### src/design/lrc_pkg.sv
// Shared types and constants for the LRU result cache.
// No dependencies; every other design file imports this package.
package lrc_pkg;

  // Number of cache entries and the index width that follows from it.
  localparam int DEPTH = 8;
  localparam int IDX_W = (DEPTH > 1) ? $clog2(DEPTH) : 1;
  localparam logic [IDX_W-1:0] LAST_IDX = IDX_W'(DEPTH - 1);

  // Fixed field widths of the request and response.
  localparam int KEY_W   = 32;
  localparam int RES_W   = 32;
  localparam int SLOT_W  = 6;
  localparam int STAMP_W = 64;

  localparam logic [STAMP_W-1:0] STAMP_MAX = {STAMP_W{1'b1}};

  // Operation codes carried in the kind field.
  typedef enum logic [1:0] {
    KIND_CLEAR = 2'd0,
    KIND_CHECK = 2'd1,
    KIND_ADD   = 2'd2
  } kind_t;

  // Controller states.
  typedef enum logic [1:0] {
    ST_IDLE,
    ST_SCAN,
    ST_FINISH
  } state_t;

  // Commands from the controller to the datapath.
  typedef struct packed {
    logic load;
    logic scan;
    logic commit;
  } ctl_cmd_t;

  // Status from the datapath back to the controller.
  typedef struct packed {
    logic scan_last;
  } ctl_status_t;

endpackage

### src/design/lrc_req_if.sv
// Request channel of the LRU result cache: valid/ready plus the operation fields.
// Depends on lrc_pkg for the field widths.
interface lrc_req_if;
  import lrc_pkg::*;

  logic                    valid;
  logic                    ready;
  logic [1:0]              kind;
  logic [KEY_W-1:0]        filter_key;
  logic [KEY_W-1:0]        handle_key;
  logic signed [RES_W-1:0] result_in;

  modport source (output valid, kind, filter_key, handle_key, result_in, input ready);
  modport sink   (input valid, kind, filter_key, handle_key, result_in, output ready);

endinterface

### src/design/lrc_rsp_if.sv
// Response channel of the LRU result cache: valid/ready plus the result fields.
// Depends on lrc_pkg for the field widths.
interface lrc_rsp_if;
  import lrc_pkg::*;

  logic                    valid;
  logic                    ready;
  logic                    hit;
  logic signed [RES_W-1:0] cached_result;
  logic [SLOT_W-1:0]       slot_used;
  logic                    evicted;

  modport source (output valid, hit, cached_result, slot_used, evicted, input ready);
  modport sink   (input valid, hit, cached_result, slot_used, evicted, output ready);

endinterface

### src/design/lrc_ctrl.sv
// Controller of the LRU result cache: sequences accept, entry scan and commit.
// Depends on lrc_pkg for the state type and the command/status structs.
module lrc_ctrl (
  input  logic                clk,
  input  logic                rst,
  input  logic                in_valid,
  output logic                in_ready,
  output logic                out_valid,
  input  logic                out_ready,
  output lrc_pkg::ctl_cmd_t   cmd,
  input  lrc_pkg::ctl_status_t status
);
  import lrc_pkg::*;

  state_t state, state_next;
  logic   out_valid_next;

  // State and response valid registers.
  always_ff @(posedge clk) begin
    if (rst) begin
      state     <= ST_IDLE;
      out_valid <= 1'b0;
    end else begin
      state     <= state_next;
      out_valid <= out_valid_next;
    end
  end

  // Next state and commands.
  always_comb begin
    state_next = state;
    in_ready   = 1'b0;
    cmd        = '0;
    unique case (state)
      ST_IDLE: begin
        in_ready = 1'b1;
        if (in_valid) begin
          cmd.load   = 1'b1;
          state_next = ST_SCAN;
        end
      end
      ST_SCAN: begin
        cmd.scan = 1'b1;
        if (status.scan_last) begin
          state_next = ST_FINISH;
        end
      end
      ST_FINISH: begin
        // The result register must be free, or be emptied in this cycle.
        if (!out_valid || out_ready) begin
          cmd.commit = 1'b1;
          state_next = ST_IDLE;
        end
      end
      default: begin
        state_next = ST_IDLE;
      end
    endcase
  end

  // A committed result is shown until the sink takes it.
  always_comb begin
    if (cmd.commit) begin
      out_valid_next = 1'b1;
    end else if (out_ready) begin
      out_valid_next = 1'b0;
    end else begin
      out_valid_next = out_valid;
    end
  end

`ifndef SYNTHESIS
  a_load_starts_scan: assert property (@(posedge clk) disable iff (rst)
    cmd.load |=> (state == ST_SCAN))
    else $error("accepted request did not start a scan");

  a_scan_end_finishes: assert property (@(posedge clk) disable iff (rst)
    (state == ST_SCAN && status.scan_last) |=> (state == ST_FINISH))
    else $error("scan did not end after the last entry");

  a_commit_shows_result: assert property (@(posedge clk) disable iff (rst)
    cmd.commit |=> (out_valid && state == ST_IDLE))
    else $error("commit did not present a result");

  a_no_overwrite: assert property (@(posedge clk) disable iff (rst)
    (cmd.commit && out_valid) |-> out_ready)
    else $error("commit would overwrite a pending result");
`endif

endmodule

### src/design/lrc_datapath.sv
// Datapath of the LRU result cache: entry storage, scan index, search
// registers, use counter and the result register. Depends on lrc_pkg.
module lrc_datapath (
  input  logic                    clk,
  input  logic                    rst,
  input  lrc_pkg::ctl_cmd_t       cmd,
  output lrc_pkg::ctl_status_t    status,
  input  logic [1:0]              kind,
  input  logic [lrc_pkg::KEY_W-1:0] filter_key,
  input  logic [lrc_pkg::KEY_W-1:0] handle_key,
  input  logic signed [lrc_pkg::RES_W-1:0] result_in,
  output logic                    hit,
  output logic signed [lrc_pkg::RES_W-1:0] cached_result,
  output logic [lrc_pkg::SLOT_W-1:0] slot_used,
  output logic                    evicted
);
  import lrc_pkg::*;

  // Entry storage.
  logic [DEPTH-1:0]   entry_valid;
  logic [KEY_W-1:0]   entry_filter [DEPTH];
  logic [KEY_W-1:0]   entry_handle [DEPTH];
  logic [RES_W-1:0]   entry_result [DEPTH];
  logic [STAMP_W-1:0] entry_stamp  [DEPTH];
  logic [STAMP_W-1:0] use_counter;

  // Latched request.
  logic [1:0]       kind_q;
  logic [KEY_W-1:0] fkey_q;
  logic [KEY_W-1:0] hkey_q;
  logic [RES_W-1:0] rval_q;

  // Scan index and search results.
  logic [IDX_W-1:0]   idx;
  logic               found;
  logic [IDX_W-1:0]   found_idx;
  logic [RES_W-1:0]   found_res;
  logic               free_found;
  logic [IDX_W-1:0]   free_idx;
  logic [IDX_W-1:0]   min_idx;
  logic [STAMP_W-1:0] min_stamp;

  logic             key_match;
  logic [IDX_W-1:0] pick_idx;
  logic             is_clear, is_check, is_add;

  assign status.scan_last = (idx == LAST_IDX);

  assign key_match = entry_valid[idx] && (entry_filter[idx] == fkey_q) &&
                     (entry_handle[idx] == hkey_q);
  assign pick_idx  = free_found ? free_idx : min_idx;
  assign is_clear  = (kind_q == KIND_CLEAR);
  assign is_check  = (kind_q == KIND_CHECK);
  assign is_add    = (kind_q == KIND_ADD);

  // Request capture.
  always_ff @(posedge clk) begin
    if (cmd.load) begin
      kind_q <= kind;
      fkey_q <= filter_key;
      hkey_q <= handle_key;
      rval_q <= result_in;
    end
  end

  // Scan index and search flags.
  always_ff @(posedge clk) begin
    if (rst) begin
      idx        <= '0;
      found      <= 1'b0;
      free_found <= 1'b0;
    end else if (cmd.load) begin
      idx        <= '0;
      found      <= 1'b0;
      free_found <= 1'b0;
    end else if (cmd.scan) begin
      if (!status.scan_last) begin
        idx <= idx + 1'b1;
      end
      if (!found && key_match) begin
        found <= 1'b1;
      end
      if (!free_found && !entry_valid[idx]) begin
        free_found <= 1'b1;
      end
    end
  end

  // Search payload: first match, first free slot and the oldest stamp.
  always_ff @(posedge clk) begin
    if (cmd.scan) begin
      if (!found && key_match) begin
        found_idx <= idx;
        found_res <= entry_result[idx];
      end
      if (!free_found && !entry_valid[idx]) begin
        free_idx <= idx;
      end
      // Strict compare keeps the lowest index among equal stamps.
      if (idx == '0 || entry_stamp[idx] < min_stamp) begin
        min_idx   <= idx;
        min_stamp <= entry_stamp[idx];
      end
    end
  end

  // Valid bits and use counter.
  always_ff @(posedge clk) begin
    if (rst) begin
      entry_valid <= '0;
      use_counter <= STAMP_W'(1);
    end else if (cmd.commit) begin
      if (is_clear) begin
        entry_valid <= '0;
      end else if (is_add) begin
        entry_valid[pick_idx] <= 1'b1;
      end
      if ((is_clear || is_check || is_add) && use_counter != STAMP_MAX) begin
        use_counter <= use_counter + 1'b1;
      end
    end
  end

  // Entry contents; a cleared entry is never read before it is written again.
  always_ff @(posedge clk) begin
    if (cmd.commit) begin
      if (is_add) begin
        entry_filter[pick_idx] <= fkey_q;
        entry_handle[pick_idx] <= hkey_q;
        entry_result[pick_idx] <= rval_q;
        entry_stamp[pick_idx]  <= use_counter;
      end else if (is_check && found) begin
        entry_stamp[found_idx] <= use_counter;
      end
    end
  end

  // Result register.
  always_ff @(posedge clk) begin
    if (cmd.commit) begin
      hit           <= 1'b0;
      cached_result <= '0;
      slot_used     <= '0;
      evicted       <= 1'b0;
      if (is_check && found) begin
        hit           <= 1'b1;
        cached_result <= found_res;
        slot_used     <= SLOT_W'(found_idx);
      end else if (is_add) begin
        slot_used <= SLOT_W'(pick_idx);
        evicted   <= !free_found;
      end
    end
  end

`ifndef SYNTHESIS
  a_counter_nonzero: assert property (@(posedge clk) disable iff (rst)
    use_counter != '0)
    else $error("use counter reached zero");

  a_hit_only_on_check: assert property (@(posedge clk) disable iff (rst)
    (cmd.commit && !(is_check && found)) |=> !hit)
    else $error("hit reported for a request that did not hit");

  a_add_sets_valid: assert property (@(posedge clk) disable iff (rst)
    (cmd.commit && is_add) |=> entry_valid[$past(pick_idx)])
    else $error("added entry not marked valid");
`endif

endmodule

### src/design/lru_result_cache_core.sv
// A request is accepted in the idle state; the scan state then reads one entry per cycle,
// and the finish state commits the result into the response register, where it is shown.
// A new request is accepted only after the previous one has been committed.
// A pending response does not stall the next request until that request's commit cycle.
// Reset (rst, synchronous, active high) empties the cache and sets the use counter to one.
// Reset takes effect at once; there is no clearing pass.
// Top level of the LRU result cache: joins controller and datapath to the channels.
module lru_result_cache_core (
  input logic      clk,
  input logic      rst,
  lrc_req_if.sink  req,
  lrc_rsp_if.source rsp
);
  import lrc_pkg::*;

  ctl_cmd_t    cmd;
  ctl_status_t status;

  // Sequencing.
  lrc_ctrl u_ctrl (
    .clk       (clk),
    .rst       (rst),
    .in_valid  (req.valid),
    .in_ready  (req.ready),
    .out_valid (rsp.valid),
    .out_ready (rsp.ready),
    .cmd       (cmd),
    .status    (status)
  );

  // Storage, search and result.
  lrc_datapath u_datapath (
    .clk           (clk),
    .rst           (rst),
    .cmd           (cmd),
    .status        (status),
    .kind          (req.kind),
    .filter_key    (req.filter_key),
    .handle_key    (req.handle_key),
    .result_in     (req.result_in),
    .hit           (rsp.hit),
    .cached_result (rsp.cached_result),
    .slot_used     (rsp.slot_used),
    .evicted       (rsp.evicted)
  );

endmodule

### src/flat_wrapper.sv
// flat-port wrapper written by rule: the top's interface ports become plain ports
module lru_result_cache_core_flat import lrc_pkg::*;
  (clk, rst, req_valid, req_kind, req_filter_key, req_handle_key, req_result_in, req_ready, rsp_valid, rsp_hit, rsp_cached_result, rsp_slot_used, rsp_evicted, rsp_ready);
  lrc_req_if req_i ();
  lrc_rsp_if rsp_i ();
  input logic clk;
  input logic rst;
  input wire logic [$bits(req_i.valid)-1:0] req_valid;
  input wire logic [$bits(req_i.kind)-1:0] req_kind;
  input wire logic [$bits(req_i.filter_key)-1:0] req_filter_key;
  input wire logic [$bits(req_i.handle_key)-1:0] req_handle_key;
  input wire logic [$bits(req_i.result_in)-1:0] req_result_in;
  output wire logic [$bits(req_i.ready)-1:0] req_ready;
  output wire logic [$bits(rsp_i.valid)-1:0] rsp_valid;
  output wire logic [$bits(rsp_i.hit)-1:0] rsp_hit;
  output wire logic [$bits(rsp_i.cached_result)-1:0] rsp_cached_result;
  output wire logic [$bits(rsp_i.slot_used)-1:0] rsp_slot_used;
  output wire logic [$bits(rsp_i.evicted)-1:0] rsp_evicted;
  input wire logic [$bits(rsp_i.ready)-1:0] rsp_ready;
  assign req_i.valid = req_valid;
  assign req_i.kind = req_kind;
  assign req_i.filter_key = req_filter_key;
  assign req_i.handle_key = req_handle_key;
  assign req_i.result_in = req_result_in;
  assign req_ready = req_i.ready;
  assign rsp_valid = rsp_i.valid;
  assign rsp_hit = rsp_i.hit;
  assign rsp_cached_result = rsp_i.cached_result;
  assign rsp_slot_used = rsp_i.slot_used;
  assign rsp_evicted = rsp_i.evicted;
  assign rsp_i.ready = rsp_ready;
  lru_result_cache_core u_core (.clk(clk), .rst(rst), .req(req_i), .rsp(rsp_i));
endmodule
### config.mk
export PLATFORM = sky130hd
export DESIGN_NAME = lru_result_cache_core_flat
export DESIGN_NICKNAME = d
export VERILOG_FILES = /design/src/design/lrc_pkg.sv /design/src/design/lrc_req_if.sv /design/src/design/lrc_rsp_if.sv /design/src/design/lrc_ctrl.sv /design/src/design/lrc_datapath.sv /design/src/design/lru_result_cache_core.sv /design/src/flat_wrapper.sv
export SDC_FILE = /design/constraint.sdc
export NUM_CORES = 1
export LEC_CHECK = 0
export BUFFER_PORTS_ARGS = -buffer_cell sky130_fd_sc_hd__buf_2
export CELL_PAD_IN_SITES_DETAIL_PLACEMENT = 1
export CELL_PAD_IN_SITES_GLOBAL_PLACEMENT = 2
export CORE_MARGIN = 5
export CORE_UTILIZATION = 45
export CTS_CLUSTER_SIZE = 10
export DETAILED_ROUTE_END_ITERATION = 16
export PLACE_DENSITY = 0.7
export SLEW_MARGIN = 0
export SYNTH_ARGS = -nofsm -noshare
export SYNTH_HDL_FRONTEND = slang
export SYNTH_SLANG_ARGS = --single-unit
### constraint.sdc
create_clock -name clk -period 12.9 [get_ports clk]
set_clock_uncertainty 0.2 [all_clocks]
set_input_delay 0.645 -clock clk [delete_from_list [all_inputs] [get_ports clk]]
set_output_delay 0.645 -clock clk [all_outputs]
set_load 0.1 [all_outputs]
==> results_dict.tcl <==
set metrics [dict create \
    core_area_um2 137000 \
    cts_buffers 181 \
    rsz0062_at_grt "no" \
    slew_headroom_pct 23.7 \
    register_area_um2 47300 \
    num_rows 136 \
    drv_cap 0 \
    dieWidth_um 380 \
    cts_buffer_depth 3 \
    grt_max_degree 127 \
    setup_viol 0 \
    hold_viol 0 \
    start_util_pct 45.1 \
    yosysWarningCount 0 \
    place_inst 4824 \
    yosys-top-cells-count "edfxtp_1 (1520), mux4_2 (313), nor2_1 (114)" \
    wl_per_cell_um 26.3 \
    start_kind "flip-flop" \
    min_path_type "in2reg" \
    place_ws_ps 6250 \
    antenna_left 0 \
    final.setup.tns_ps 0 \
    drcViolationCount 0 \
    finalPower_mw 10.7 \
    drive_above_1_share_pct 24.9 \
    finalCriticalPeriod_ps 6460 \
    intPower_mw 8.46 \
    fin_ws_ps 6440 \
    ios 144 \
    hold_buffers 99 \
    dr.first_iter.drc_count 2091 \
    avgSynthCellArea_um2 20.9 \
    synth_top_area_share_pct 73.9 \
    cts.sinks 1603 \
    clkSlewWorstSetupHoldPaths_ps 60 \
    htreeDepth 4 \
    grt_pass1_wl_um 207000 \
    switching_share_pct 20.5 \
    seqPwrFrac_pct 54.2 \
    yosysTopAreaCell "edfxtp_1" \
    synth-seq-area-share_pct 76.6 \
    layoutNonFillerInstCount 5202 \
    die-area_um2 145000 \
    peakVddDrop_mv 0.126 \
    crit_required_ps 13120 \
    cp_max_fo 126 \
    cts_root_buf "clkbuf_16" \
    place_hpwl_um 73000 \
    insertion_delay_ps 810 \
    arrival_ps 6680 \
    fmax_ghz 0.155 \
    fin_nets 3481 \
    syn2layout_area_growth_pct 14.7 \
    grt_antenna_before_repair 3 \
    p_clk_share_pct 42.8 \
    grt_use_total_pct 19.0 \
    routed_wl_um 137000 \
    tightest_slew_ps 1140 \
    cellLeakagePower_nw 23.4 \
    synth_area_leaders "edfxtp_1 (74%), mux4_2 (11%), dfxtp_1 (2.7%)" \
    power.net_switching_mw 2.19 \
    period_share_pct 50.1 \
    syn-instance-count 2957 \
    power_frac_comb_pct 3.0 \
    io_buffers 140 \
    slew_violations 0 \
    status "finished, final reports clean" \
    synth_ff_type "edfxtp_1" \
    ys_ff_latch 1603 \
    first_pass_iters 5 \
    num_vias 29100 \
    die_h_um 380 \
    gp_congestion 0.733 \
    synth_edf_count 1520 \
    cp-end-kind "flip-flop" \
    yosysMostFrequentCell "edfxtp_1" \
    criticalPathCategory "reg2reg" \
    synth.cell_area_um2 61700 \
    fill_cells 12000 \
    cts_tree "done" \
    power_density_nw_per_um2 150 \
    fin_util_pct 51.7 \
    via_per_inst 5.60 \
    ys_types 64 \
    postCtsResizedCells 0 \
    grt.overflow.total 0 \
    multi_input_area_um2 13700 \
    grt_pass1_vias 32300 \
    async_flop_share_pct 0 \
    cts_setup_buffers 0 \
]
## per-layer routing
layer / global-route usage (%) / wire length, um / up-vias
met5: 0 / 0 / -
met4: 4.31 / 2180 / 0
met3: 2.94 / 5400 / 178
met2: 32.3 / 69100 / 619
met1: 26.1 / 60200 / 15600
li1: - / - / 12700
## through the flow
| step | hold slack [ps] | area, um2 |
|---|---|---|
| 2_1_floorplan | 247 | 61700 |
| 6_report | 75.7 | 70800 |
| 5_1_grt | 57.7 | 70800 |
| 3_5_place_dp | 290 | 64700 |
| 3_3_place_gp | 264 | 64700 |
| 4_1_cts | 19.6 | 70800 |
## worst max-delay path, cell delays in order, from the launching register on
cell and delay (ps):
dfxtp_4 890, buf_12 640, buf_4 720, mux4_2 410, mux2_2 300, ha_1 330
a21o_1 190, a21o_1 180, a21oi_1 140, nor2b_1 60, o21ai_0 160, a31oi_1 140
or3_1 450, o21ai_4 550, buf_4 600
## registers in the layout, indices dropped and copies added (netlist names), 8 cells and up, named ones only
| signal | cells |
|---|---|
| u_core.u_datapath.min_stamp | 64 |
| u_core.u_datapath.entry_filter | 256 |
| u_core.u_datapath.entry_stamp | 512 |
| u_core.u_datapath.found_res | 32 |
| u_core.u_datapath.rval_q | 32 |
| u_core.u_datapath.entry_result | 256 |
| u_core.u_datapath.cached_result | 32 |
| u_core.u_datapath.entry_handle | 256 |
| u_core.u_datapath.use_counter | 64 |
| u_core.u_datapath.hkey_q | 32 |
| u_core.u_datapath.entry_valid | 8 |
| u_core.u_datapath.fkey_q | 32 |
## cell families after synthesis
group | count (synthesis) | share of synthesized area [%]
flops | 1603 | 76.6
mux | 489 | 14.6
simple gates | 376 | 3.26
buf+inv | 198 | 1.45
compound gates | 115 | 1.18
xor+xnor | 108 | 1.53
fa+ha+maj | 67 | 1.36
other cells | 1 | 0.00607
## layout by cell type, fill, tap and decap left out, drive strengths merged, types with 46 or more instances in the layout
master / instances
xnor2: 91
buf: 187
mux4: 317
mux2i: 71
clkbuf: 258
mux2: 101
edfxtp: 1520
ha: 67
nor2: 116
dfxtp: 83
nand2: 46
inv: 86
dlygate4sd3: 99
## final timing paths
check,start,endpoint,slack [ps],depth (start not counted)
hold reg to reg,u_core.u_datapath.entry_valid[0]$_SDFFE_PP0P_,u_core.u_datapath.entry_valid[0]$_SDFFE_PP0P_,300,2
hold / removal,rsp_ready,u_core.u_ctrl.out_valid$_SDFFE_PP0P_,80,3
setup / recovery,flip-flop,u_core.u_datapath.min_stamp[30]$_DFFE_PP_,6440,14
setup reg to reg,flip-flop,u_core.u_datapath.min_stamp[30]$_DFFE_PP_,6440,14
## power groups by stage
stage	sequential [mW]	clock (mW)	combinational [mW]
final	5.77	4.56	0.321
after global routing	5.77	4.92	0.350
after CTS	5.77	4.68	0.328
after detailed placement	5.88	0	0.302
after global placement	5.87	0	0.294
after floorplan	5.85	0	0.223
## final cells by class
type | count | area share [%]
clock inverter | 19 | 0.477
timing repair buffer | 286 | 2.97
multi-input combinational | 1158 | 19.3
tap | 1794 | 3.17
clock buffer | 258 | 6.83
antenna | 2 | 0.00706
inverter | 82 | 0.434
sequential | 1603 | 66.8
No activity file was read; power rests on OpenSTA's default activity.
